$ cat config.mk
export PLATFORM = sky130hd
export DESIGN_NAME = rhm61_ctrl
export DESIGN_NICKNAME = d
export VERILOG_FILES = /design/src/rtl/core/rhm61_pkg.sv /design/src/rtl/core/rhm61_ctrl.sv
export SDC_FILE = /design/constraint.sdc
export NUM_CORES = 1
export LEC_CHECK = 0
export CAP_MARGIN = 5
export CORE_AREA = 2 2 39 41
export DETAILED_ROUTE_END_ITERATION = 16
export DIE_AREA = 0 0 41 43
export DONT_BUFFER_PORTS = 1
export HOLD_SLACK_MARGIN = 0.1
export MAX_ROUTING_LAYER = met4
export PLACE_DENSITY = 0.36
export SYNTH_ARGS = -nofsm -noshare
export SYNTH_HDL_FRONTEND = slang
export SYNTH_SLANG_ARGS = --single-unit
$ cat constraint.sdc
create_clock -name clk_i -period 4.3 [get_ports clk_i]
set_clock_uncertainty 0.2 [all_clocks]
set_input_delay 0.86 -clock clk_i [delete_from_list [all_inputs] [get_ports clk_i]]
set_output_delay 0.86 -clock clk_i [all_outputs]
set_load 0.005 [all_outputs]
$ cat src/rtl/core/rhm61_pkg.sv
// Shared types, constants and the mod 2^61-1 fold for the rolling hash block.
// No dependencies.
package rhm61_pkg;

  localparam int unsigned RHM_MAX_LEN = 4096;
  localparam int unsigned WORD_W      = 61;

  typedef logic [WORD_W-1:0] word_t;

  localparam word_t PRIME_M61  = {WORD_W{1'b1}};
  localparam word_t BASE_RESET = word_t'(131);

  typedef enum logic [1:0] {
    KIND_APPEND  = 2'd0,
    KIND_QUERY   = 2'd1,
    KIND_RESTART = 2'd2
  } kind_e;

  typedef enum logic [1:0] {
    MSEL_BASE_PREFIX  = 2'd0,
    MSEL_POWER_BASE   = 2'd1,
    MSEL_PREFIX_POWER = 2'd2
  } msel_e;

  // controller -> datapath
  typedef struct packed {
    logic  cap;
    logic  rd;
    logic  mul_start;
    msel_e mul_sel;
    logic  res_append;
    logic  res_query;
    logic  res_zero;
    logic  wr_power;
    logic  clr_len;
    logic  out_load;
  } cmd_t;

  // datapath -> controller
  typedef struct packed {
    logic [1:0] kind;
    logic       bad;
    logic       mul_done;
    logic       out_free;
  } sts_t;

  // reduce v (top bits at most 7) into [0, P)
  function automatic word_t fold61(input logic [63:0] v);
    logic [WORD_W:0] r;
    r = {{(WORD_W-2){1'b0}}, v[63:61]} + {1'b0, v[WORD_W-1:0]};
    if (r >= {1'b0, PRIME_M61}) begin
      r = r - {1'b0, PRIME_M61};
    end
    return r[WORD_W-1:0];
  endfunction

endpackage

$ cat src/rtl/core/rhm61_ctrl.sv
// Sequencing state machine for the rolling hash block.
// Depends on rhm61_pkg; drives the datapath through cmd_t, watches sts_t.
module rhm61_ctrl (
  input  logic             clk_i,
  input  logic             rst_ni,
  input  logic             in_valid_i,
  output logic             in_ready_o,
  input  rhm61_pkg::sts_t  sts_i,
  output rhm61_pkg::cmd_t  cmd_o
);
  import rhm61_pkg::*;

  localparam logic [2:0] S_IDLE   = 3'd0;
  localparam logic [2:0] S_DECODE = 3'd1;
  localparam logic [2:0] S_M1     = 3'd2;
  localparam logic [2:0] S_W1     = 3'd3;
  localparam logic [2:0] S_M2     = 3'd4;
  localparam logic [2:0] S_W2     = 3'd5;
  localparam logic [2:0] S_DONE   = 3'd6;

  logic [2:0] state_q, state_d;
  logic       is_append;

  assign is_append = (sts_i.kind == KIND_APPEND);

  always_comb begin
    state_d = state_q;
    cmd_o   = '0;
    cmd_o.mul_sel = MSEL_BASE_PREFIX;
    unique case (state_q)
      S_IDLE: begin
        if (in_valid_i) begin
          cmd_o.cap = 1'b1;
          state_d   = S_DECODE;
        end
      end
      S_DECODE: begin
        state_d = S_DONE;
        if (sts_i.bad) begin
          cmd_o.res_zero = 1'b1;
        end else begin
          unique case (sts_i.kind)
            KIND_APPEND, KIND_QUERY: begin
              cmd_o.rd = 1'b1;
              state_d  = S_M1;
            end
            KIND_RESTART: begin
              cmd_o.clr_len  = 1'b1;
              cmd_o.res_zero = 1'b1;
            end
            default: cmd_o.res_zero = 1'b1;
          endcase
        end
      end
      S_M1: begin
        cmd_o.mul_start = 1'b1;
        cmd_o.mul_sel   = is_append ? MSEL_BASE_PREFIX : MSEL_PREFIX_POWER;
        state_d         = S_W1;
      end
      S_W1: begin
        if (sts_i.mul_done) begin
          if (is_append) begin
            cmd_o.res_append = 1'b1;
            state_d          = S_M2;
          end else begin
            cmd_o.res_query = 1'b1;
            state_d         = S_DONE;
          end
        end
      end
      S_M2: begin
        cmd_o.mul_start = 1'b1;
        cmd_o.mul_sel   = MSEL_POWER_BASE;
        state_d         = S_W2;
      end
      S_W2: begin
        if (sts_i.mul_done) begin
          cmd_o.wr_power = 1'b1;
          state_d        = S_DONE;
        end
      end
      S_DONE: begin
        if (sts_i.out_free) begin
          cmd_o.out_load = 1'b1;
          state_d        = S_IDLE;
        end
      end
      default: state_d = S_IDLE;
    endcase
  end

  always_ff @(posedge clk_i or negedge rst_ni) begin
    if (!rst_ni) begin
      state_q <= S_IDLE;
    end else begin
      state_q <= state_d;
    end
  end

  assign in_ready_o = (state_q == S_IDLE);

endmodule

# Word level (Yosys, flattened, before mapping)
# Cells that the tools add are included.
# Widths: inputs -> output; s select.
# totals
register_bits	3
latchBits	0
ramBits	0
rom_bits	0
in_bits	8
output_inout_bits	12
wordCells	46
n_memories	0
# op_classes
addsub	0
n_mul	0
n_div	0
magnitude_cmp	0
n_eq_ne	12
n_shift	0
n_mux	29
bitwise_logic	0
reduce_logical	4
# ops
op	count
$pmux 3 s7	1
$mux 3	6
$mux 1	17
$eq 3x3->1 const B	3
$mux 2	4
$ne 2x2->1 const B	4
$eq 3x2->1 const B	2
$pmux 3 s2	1
$reduce_and 4->1	1
$eq 3x1->1 const B	1
$logic_not 3->1	1
$eq 2x1->1 const B	1
$eq 2x2->1 const B	1
$logic_not 2->1	1
$reduce_or 2->1	1

# Logic depth before layout (Yosys ltp)
# Gate-level depths: netlist (run 1).
# depth
ltp_word	5
ltp_mapped	5
depth_no_buf	3

# Least setup slack after synthesis (run 1)
# Ideal clock, no wire load.
# synth_timing
kind	input port to output port
start	input sts_i[3] (netlist bit)
end	output cmd_o[1] (netlist bit)
t_arrival_ns	1.196
t_required_ns	3.240
path_slack_ns	2.044
path_stages	1
n_path_buf	0
cell_sequence	nor4b_1
# synth_via
elab_chain_len	4
# synth_lines
element	line	rtl
from (decl)	rhm61_ctrl.sv:8	input rhm61_pkg::sts_t sts_i,
$eq 2x2->1	rhm61_ctrl.sv:42	unique case (sts_i.kind)
$mux 1	rhm61_ctrl.sv:42	
$mux 1	rhm61_ctrl.sv:39	if (sts_i.bad) begin
$mux 1	rhm61_ctrl.sv:30	unique case (state_q)
to (decl)	rhm61_ctrl.sv:9	output rhm61_pkg::cmd_t cmd_o
# No other way between the ends.

==> flow_summary.ini, run 1 <==
[run_status]
outcome = finished, final reports clean

[power]
leakage_nw = 0.1290
p_per_area_mw_per_mm2 = 734.6
irDropWorstVdd_uv = 262.7

[floorplan]
die_height_um = 43
die_area_mm2 = 0.001763
placementRows = 14
die_x_um = 41
start_util_pct = 23.60
io_pins = 20
core_mm2 = 0.001384

[detailed_routing]
ant_nets = 0
vias_per_cell = 5.180
via_count = 316
first_pass_iters = 3
avgRoutedWirePerCell_um = 12.28
drt_iter0_drc = 8
drc = 0
drt_wl_total_um = 749

[finish]
largest_reg_flops = 3
reg_top3 = state_q x3
regMostFlops = state_q
final_common_cell = nor2_1
final_core_util_pct = 25.32
layout.nets = 54
layout_common_cells = 9 x nor2_1, 5 x nand2_1, 4 x nand2b_1, 4 x nor3_1
post-route-cell-area_um2 = 350.3
diodes = 0
drive_above_1_share_pct = 11.11
area_delta_synth_final_pct = 7.280

[sta]
finalSetupViolations = 0
holdWs_ns = 0.1283
tightestPinTransition_ns = 0.4441
rsz0062_at_grt = false
drv_slew = 0
max_freq_mhz = 406.3
setup_ws_ns = 1.839
slew_headroom_pct = 70.40
final.setup.tns_ns = 0
hold_viol_final = 0
min_period_over_period_pct = 57.23
min_period_ns = 2.461

[setup_path]
cp_cell_sequence = nor2_1 -> nand2_1 -> nor4b_1
worst-setup-path-type = flop to output port
worst_setup_path_start_kind = flop
critical_path.max_fanout = 18
cpPeakStageDelay_ns = 0.53
path_buf_inv = 0
critical_path_required_ns = 3.24
critical_path.slowest_cell = dfrtp_1
crit_path_end_kind = output port
critical_path.top_delay_family = simple AND/OR/NAND/NOR gates
worstPathArrival_ns = 1.40

[clock_tree]
cts_setup_buffers = 0
post_cts_resized = 0
root_buffer = clkbuf_4
h-tree-depth = 1
postCtsHoldBufs = 0
clock_path_buffers = 2
cts_tree = done
numCtsBuffers = 3
clk_pin_slew_ns = 0.03
cts_num_sinks = 3
insertion_delay_ns = 0.23

[place]
place_hpwl_um = 582.4
post-place-ws_ns = 1.980
io_buffers = 0
gp_congestion = 0.6815
placed_area_um2 = 324.1

[synthesis]
synth_cell_types = 21
ys.flop_type = dfrtp_1
syn_area_um2 = 326.6
syn-instance-count = 45
async_reset_ff_share_pct = 100.0
synth_seq_cells = 3
syn_nets = 53
synth-edff-count = 0
ys_seq_area_share_pct = 22.99
ys_warn_count = 0
syn_area_per_cell_um2 = 7.257

[grt]
grt_pass1_wl_mm = 1.283
grt_usage_pct = 10.85
antenna_found_initial = 0
grt_pass1_vias = 272
gr-total-overflow = 0
grt_max_degree = 19

[hold_path]
hold_path.class = input pin to asynchronous set/reset pin

[flow_run]
maxCapViolCount = 0
==> final cells by class <==
class                           count  area [um^2]
Clock buffer                        4        26.28
Fill cell                         170         1033
Multi-Input combinational cell     38        229.0
Sequential cell                     3        75.07
Tap cell                           16        20.02
==> path summary, 6_finish.rpt <==
path                       startpoint          to  slack, ns  cells after the start
hold reg to reg            state_q[2]  state_q[2]       0.55                      2
setup reg to reg           state_q[1]  state_q[2]       2.56                      3
setup / recovery           state_q[1]    cmd_o[1]       1.84                      3
max in group asynchronous      rst_ni  state_q[1]       3.70                      0
min in group clk_i         state_q[2]  state_q[2]       0.55                      2
hold / removal                 rst_ni  state_q[2]       0.13                      0
==> kinds of logic (layout without fill, tap and decap cells) <==
kind of cell / after synthesis / after routing / synth area share, %
buffers and inverters: 4 / 4 / 6.896
AOI/OAI and AO/OA: 7 / 7 / 14.94
and+or+nand+nor: 30 / 30 / 48.28
muxes: 1 / 1 / 6.896
DFF: 3 / 3 / 22.99
==> power breakdown <==
group | internal, mW | switching, mW
combinational | 0.0600 | 0.0546
clock | 0.0347 | 0.0128
sequential | 0.0428 | 0.0525
total | 0.137 | 0.120
==> routing by layer <==
| metal | vias to the layer above | track usage, % | wire length (um) |
|---|---|---|---|
| li1 | 158 | - | - |
| met1 | 142 | 15.31 | 340 |
| met2 | 16 | 13.75 | 346 |
| met3 | 0 | 5.759 | 62 |
| met4 | 0 | 2.000 | 0 |
| met5 | - | - | 0 |
==> metrics by stage <==
stage	instances	power, mW
floorplan	45	0.2019
global placement	57	0.2114
detailed placement	57	0.2147
CTS	61	0.2637
global route	61	0.2877
finish	61	0.2574
==> synthesized netlist by cell type (2+ instances only) <==
cell type	instances	share of area (%)
nor3_1	4	6.1
dfrtp_1	3	23
nor4b_1	2	5.4
clkbuf_1	2	2.3
nor2b_1	2	3.8
nor2_1	9	10
nand2b_1	4	7.7
a21oi_1	2	3.1
nand2_1	5	5.7
==> worst reg2reg max path: cells and delay by family (launching register included) <==
kind               cells  cell delay [ns]
AOI/OAI and AO/OA      1             0.24
DFF                    1             0.53
and+or+nand+nor        1             0.21
muxes                  1             0.48
Note: power is estimated with default switching activity, not from simulation.
==> inputs of run 2 (changes only) <==
clock period = 2.5 ns   (was 4.3 ns; I/O delays follow)
==> run 2 against run 1 <==
Setup slack got worse by 1.5 ns. Sequential share of layout area fell by 0.60 points. Sequential cell count did not move. Clock power rose by 83%. Routed wire length rose by 9.7%. Sequential power rose by 74%. Largest cell class unchanged. Largest power group unchanged.
==> flow_summary.ini, run 2 (same netlist as run 1, synthesis figures left out) <==
[setup_path]
worst_setup_path_start_kind = flop
worst-setup-path-type = flop to output port
cpPeakStageDelay_ns = 0.53
regToRegSetupSlack_ns = 0.76
critical_path_required_ns = 1.80
critical_path.max_fanout = 18
rr_startpoint = state_q[1]
cp_cell_sequence = nor2_1 -> nand2_1 -> nor4b_1
cp-endpoint = cmd_o[1]
reg2reg_depth = 3
worstPathArrival_ns = 1.44
crit_path_end_kind = output port
timing.rr.end = state_q[2]
critical_path.slowest_cell = dfrtp_1
crit_start = state_q[1]

[finish]
layout_common_cells = 9 x nor2_1, 5 x nand2_1, 4 x nand2b_1, 4 x nor3_1
drive_above_1_share_pct = 10.87
regMostFlops = state_q
final_common_cell = nor2_1
layout.nets = 55
reg_top3 = state_q x3
largest_reg_flops = 3
diodes = 0
area_delta_synth_final_pct = 10.35

[detailed_routing]
first_pass_iters = 4
avgRoutedWirePerCell_um = 13.26
drt_iter0_drc = 4
drc = 0
via_count = 322
vias_per_cell = 5.194
drt_wl_total_um = 822
ant_nets = 0

[hold_path]
whs_path_depth = 2
hold_path.class = input pin to flop

[floorplan]
die_height_um = 43
core_mm2 = 0.001384
io_pins = 20
die_x_um = 41
placementRows = 14
start_util_pct = 23.60
die_area_mm2 = 0.001763

[sta]
setup_ws_ns = 0.3577
tightestPinTransition_ns = 0.4490
max_freq_mhz = 466.8
finalSetupViolations = 0
min_period_ns = 2.142
hold_viol_final = 0
drv_slew = 0
min_period_over_period_pct = 85.69
rsz0062_at_grt = false
final.setup.tns_ns = 0
slew_headroom_pct = 70.06

[grt]
gr-total-overflow = 0
grt_pass1_wl_mm = 1.283
antenna_found_initial = 0
grt_max_degree = 19
grt_pass1_vias = 312
grt_usage_pct = 11.13

[clock_tree]
clock_path_buffers = 2
post_cts_resized = 0
cts_num_sinks = 3
root_buffer = clkbuf_4
cts_tree = done
clk_pin_slew_ns = 0.04
numCtsBuffers = 3
h-tree-depth = 1
insertion_delay_ns = 0.24

[place]
place_hpwl_um = 602.5
post-place-ws_ns = 0.5976
io_buffers = 0
gp_congestion = 0.6880

[run_status]
outcome = finished, final reports clean

[power]
p_per_area_mw_per_mm2 = 1251
irDropWorstVdd_uv = 499.8
leakage_nw = 0.1332

[flow_run]
maxCapViolCount = 0
-- run 2: changes by cell type in the layout (fill, tap and decap cells not counted), sizes merged --
cell,previous run,this run
dlygate4sd3,0,1
-- run 2: what timing repair did --
item / in CTS / in global routing
hold buffers: 1 / 0
setup endpoints to repair: 0 / 0
buffers inserted: 0 / 0
endpoints found under the hold margin: 3 / 0
-- run 2: final cells by class --
class                   count  area [um^2]
fillers                   169         1023
clock buffers               4        26.28
multi-input cells          38        229.0
flip-flops and latches      3        75.07
repair buffers              1        10.01
well taps                  16        20.02
-- run 2: power by group --
part           leakage, nW  switching, mW  internal (mW)
registers           0.0355         0.0921         0.0736
logic               0.0828         0.0942          0.104
clock network       0.0150         0.0269         0.0599
total                0.133          0.213          0.238
-- run 2: per-stage QoR --
step	hold slack, ns	std cells	area, um^2	utilization (%)	power, mW
5_1_grt	0.2533	62	360.3	26.04	0.4979
4_1_cts	0.2352	62	360.3	26.04	0.4575
3_3_place_gp	0.004479	57	324.1	23.42	0.3622
6_report	0.2445	62	360.3	26.04	0.4508
3_5_place_dp	0.004490	57	324.1	23.42	0.3655
2_1_floorplan	0.004409	45	326.6	-	0.3473
-- run 2: worst min-delay path by stage --
stage	to	slack [ns]	start
detailed placement	state_q[2]	0.004	rst_ni
CTS	state_q[0]	0.24	in_valid_i
finish	state_q[0]	0.24	in_valid_i
global placement	state_q[2]	0.004	rst_ni
floorplan	state_q[0]	0.004	rst_ni
global route	state_q[0]	0.25	in_valid_i
-- run 2: worst max-delay path, delay by kind of cell, from the launching register on --
| kind | cells | cell delay (ns) |
|---|---|---|
| simple gates | 3 | 0.67 |
| flops | 1 | 0.53 |
-- run 2: per-layer routing --
layer / vias to the layer above / wire length, um / GRT usage [%]
met3: 0 / 72 / 6.283
li1: 162 / - / -
met5: - / 0 / -
met2: 19 / 405 / 14.69
met1: 141 / 344 / 13.27
met4: 0 / 0 / 5.333
==> inputs of run 3 (changes only) <==
PLACE_DENSITY = unset   (was 0.36)
SETUP_SLACK_MARGIN = 0.2   (was unset)
==> run 3 against run 2 <==
Die area unchanged. Worst hold slack better by 0.0067 ns. Combinational power about the same. Sequential share of layout area unchanged. Via count up 2.8%. Total power down 1.2%. Maximum frequency up 2.1%. Sequential power down 2%. Critical path depth unchanged. Core utilization unchanged.
==> flow_summary.ini, run 3 (same netlist as run 1, synthesis figures left out) <==
[setup_path]
regToRegSetupSlack_ns = 0.76
critical_path.max_fanout = 18
crit_path_end_kind = output port
critical_path_required_ns = 1.80
critical_path.top_delay_family = simple AND/OR/NAND/NOR gates
crit_start = state_q[1]
cpPeakStageDelay_ns = 0.53
critical_path.slowest_cell = dfrtp_1
cp.depth = 3
path_buf_inv = 0
worst_setup_path_start_kind = flop
worst-setup-path-type = flop to output port
worstPathArrival_ns = 1.40
rr_startpoint = state_q[1]
cp_cell_sequence = nor2_1 -> nand2_1 -> nor4b_1
reg2reg_depth = 3

[clock_tree]
numCtsBuffers = 3
clock_path_buffers = 2
clk_pin_slew_ns = 0.04
cts_tree = done
root_buffer = clkbuf_4
post_cts_resized = 0
cts_num_sinks = 3
insertion_delay_ns = 0.23
h-tree-depth = 1

[grt]
grt_pass1_vias = 303
grt_pass1_wl_mm = 1.242
gr-total-overflow = 0
grt_usage_pct = 11.12
antenna_found_initial = 0
grt_max_degree = 19

[run_status]
outcome = finished, final reports clean

[sta]
min_period_ns = 2.098
rsz0062_at_grt = false
final.setup.tns_ns = 0
slew_headroom_pct = 70.17
tightestPinTransition_ns = 0.4474
max_freq_mhz = 476.7
hold_viol_final = 0
min_period_over_period_pct = 83.90
drv_slew = 0
finalSetupViolations = 0

[floorplan]
placementRows = 14
die_x_um = 41
die_area_mm2 = 0.001763
core_mm2 = 0.001384
die_height_um = 43
io_pins = 20
start_util_pct = 23.60

[place]
io_buffers = 0
place_inst = 57
gp_congestion = 0.7078
place_hpwl_um = 553

[finish]
multiInputGateArea_um2 = 229.0
final-seq-area_um2 = 75.07
fillCellCount = 164
largest_reg_flops = 3
reg_top3 = state_q x3
layout.nets = 55
final_common_cell = nor2_1
drive_above_1_share_pct = 10.87
diodes = 0
area_delta_synth_final_pct = 10.35
layout_common_cells = 9 x nor2_1, 5 x nand2_1, 4 x nand2b_1, 4 x nor3_1
regMostFlops = state_q
fin_cells = 62

[detailed_routing]
via_count = 331
drc = 0
drt_wl_total_um = 740
ant_nets = 0
first_pass_iters = 2
vias_per_cell = 5.339
avgRoutedWirePerCell_um = 11.94
drt_iter0_drc = 5

[hold_path]
whs_path_depth = 2
min_from = in_valid_i
hold_path.class = input pin to flop

[power]
p_per_area_mw_per_mm2 = 1236
irDropWorstVdd_uv = 434.1
leakage_nw = 0.1332

[flow_run]
maxCapViolCount = 0
run 3: cell counts in the layout (fill, tap and decap cells not counted):
No cell type changed its count.
run 3: cell type report:
class,count,area share (%)
repair buffers,1,2.778
multi-input cells,38,63.54
flip-flops and latches,3,20.83
clock buffers,4,7.292
well taps,16,5.556
run 3: final timing paths:
| check | endpoint |
|---|---|
| setup / recovery | cmd_o[1] |
| hold / removal | state_q[0] |
| setup reg to reg | state_q[2] |
| hold reg to reg | state_q[2] |
| max in group asynchronous | state_q[0] |
| min in group asynchronous | state_q[2] |
run 3: metrics by stage:
step	hold WS [ns]	cell area (um^2)	worst slack (ns)	power [mW]	utilization, %
5_1_grt	0.2415	360.3	0.2510	0.4967	26.04
4_1_cts	0.2457	360.3	0.3811	0.4546	26.04
3_3_place_gp	0.004499	324.1	0.6578	0.3577	23.42
6_report	0.2512	360.3	0.4025	0.4452	26.04
3_5_place_dp	0.004489	324.1	0.6425	0.3634	23.42
2_1_floorplan	0.004409	326.6	0.6803	0.3473	-
run 3: metal layers:
metal | part of all wire, % | vias up | GRT usage [%]
li1 | - | 163 | -
met1 | 44 | 152 | 13.23
met2 | 48 | 16 | 14.37
met3 | 7.7 | 0 | 6.283
met4 | 0 | 0 | 6.000
met5 | 0 | - | -
run 3: power breakdown:
group	internal [mW]	switching [mW]	total [mW]
registers	0.0737	0.0884	0.162
clock network	0.0598	0.0248	0.0846
logic	0.104	0.0944	0.199
total	0.238	0.208	0.445
run 3: what timing repair did:
action | 4_1_cts | 5_1_grt
hold endpoints to repair | 3 | 0
hold buffers | 1 | 0
setup buffers | 0 | 0
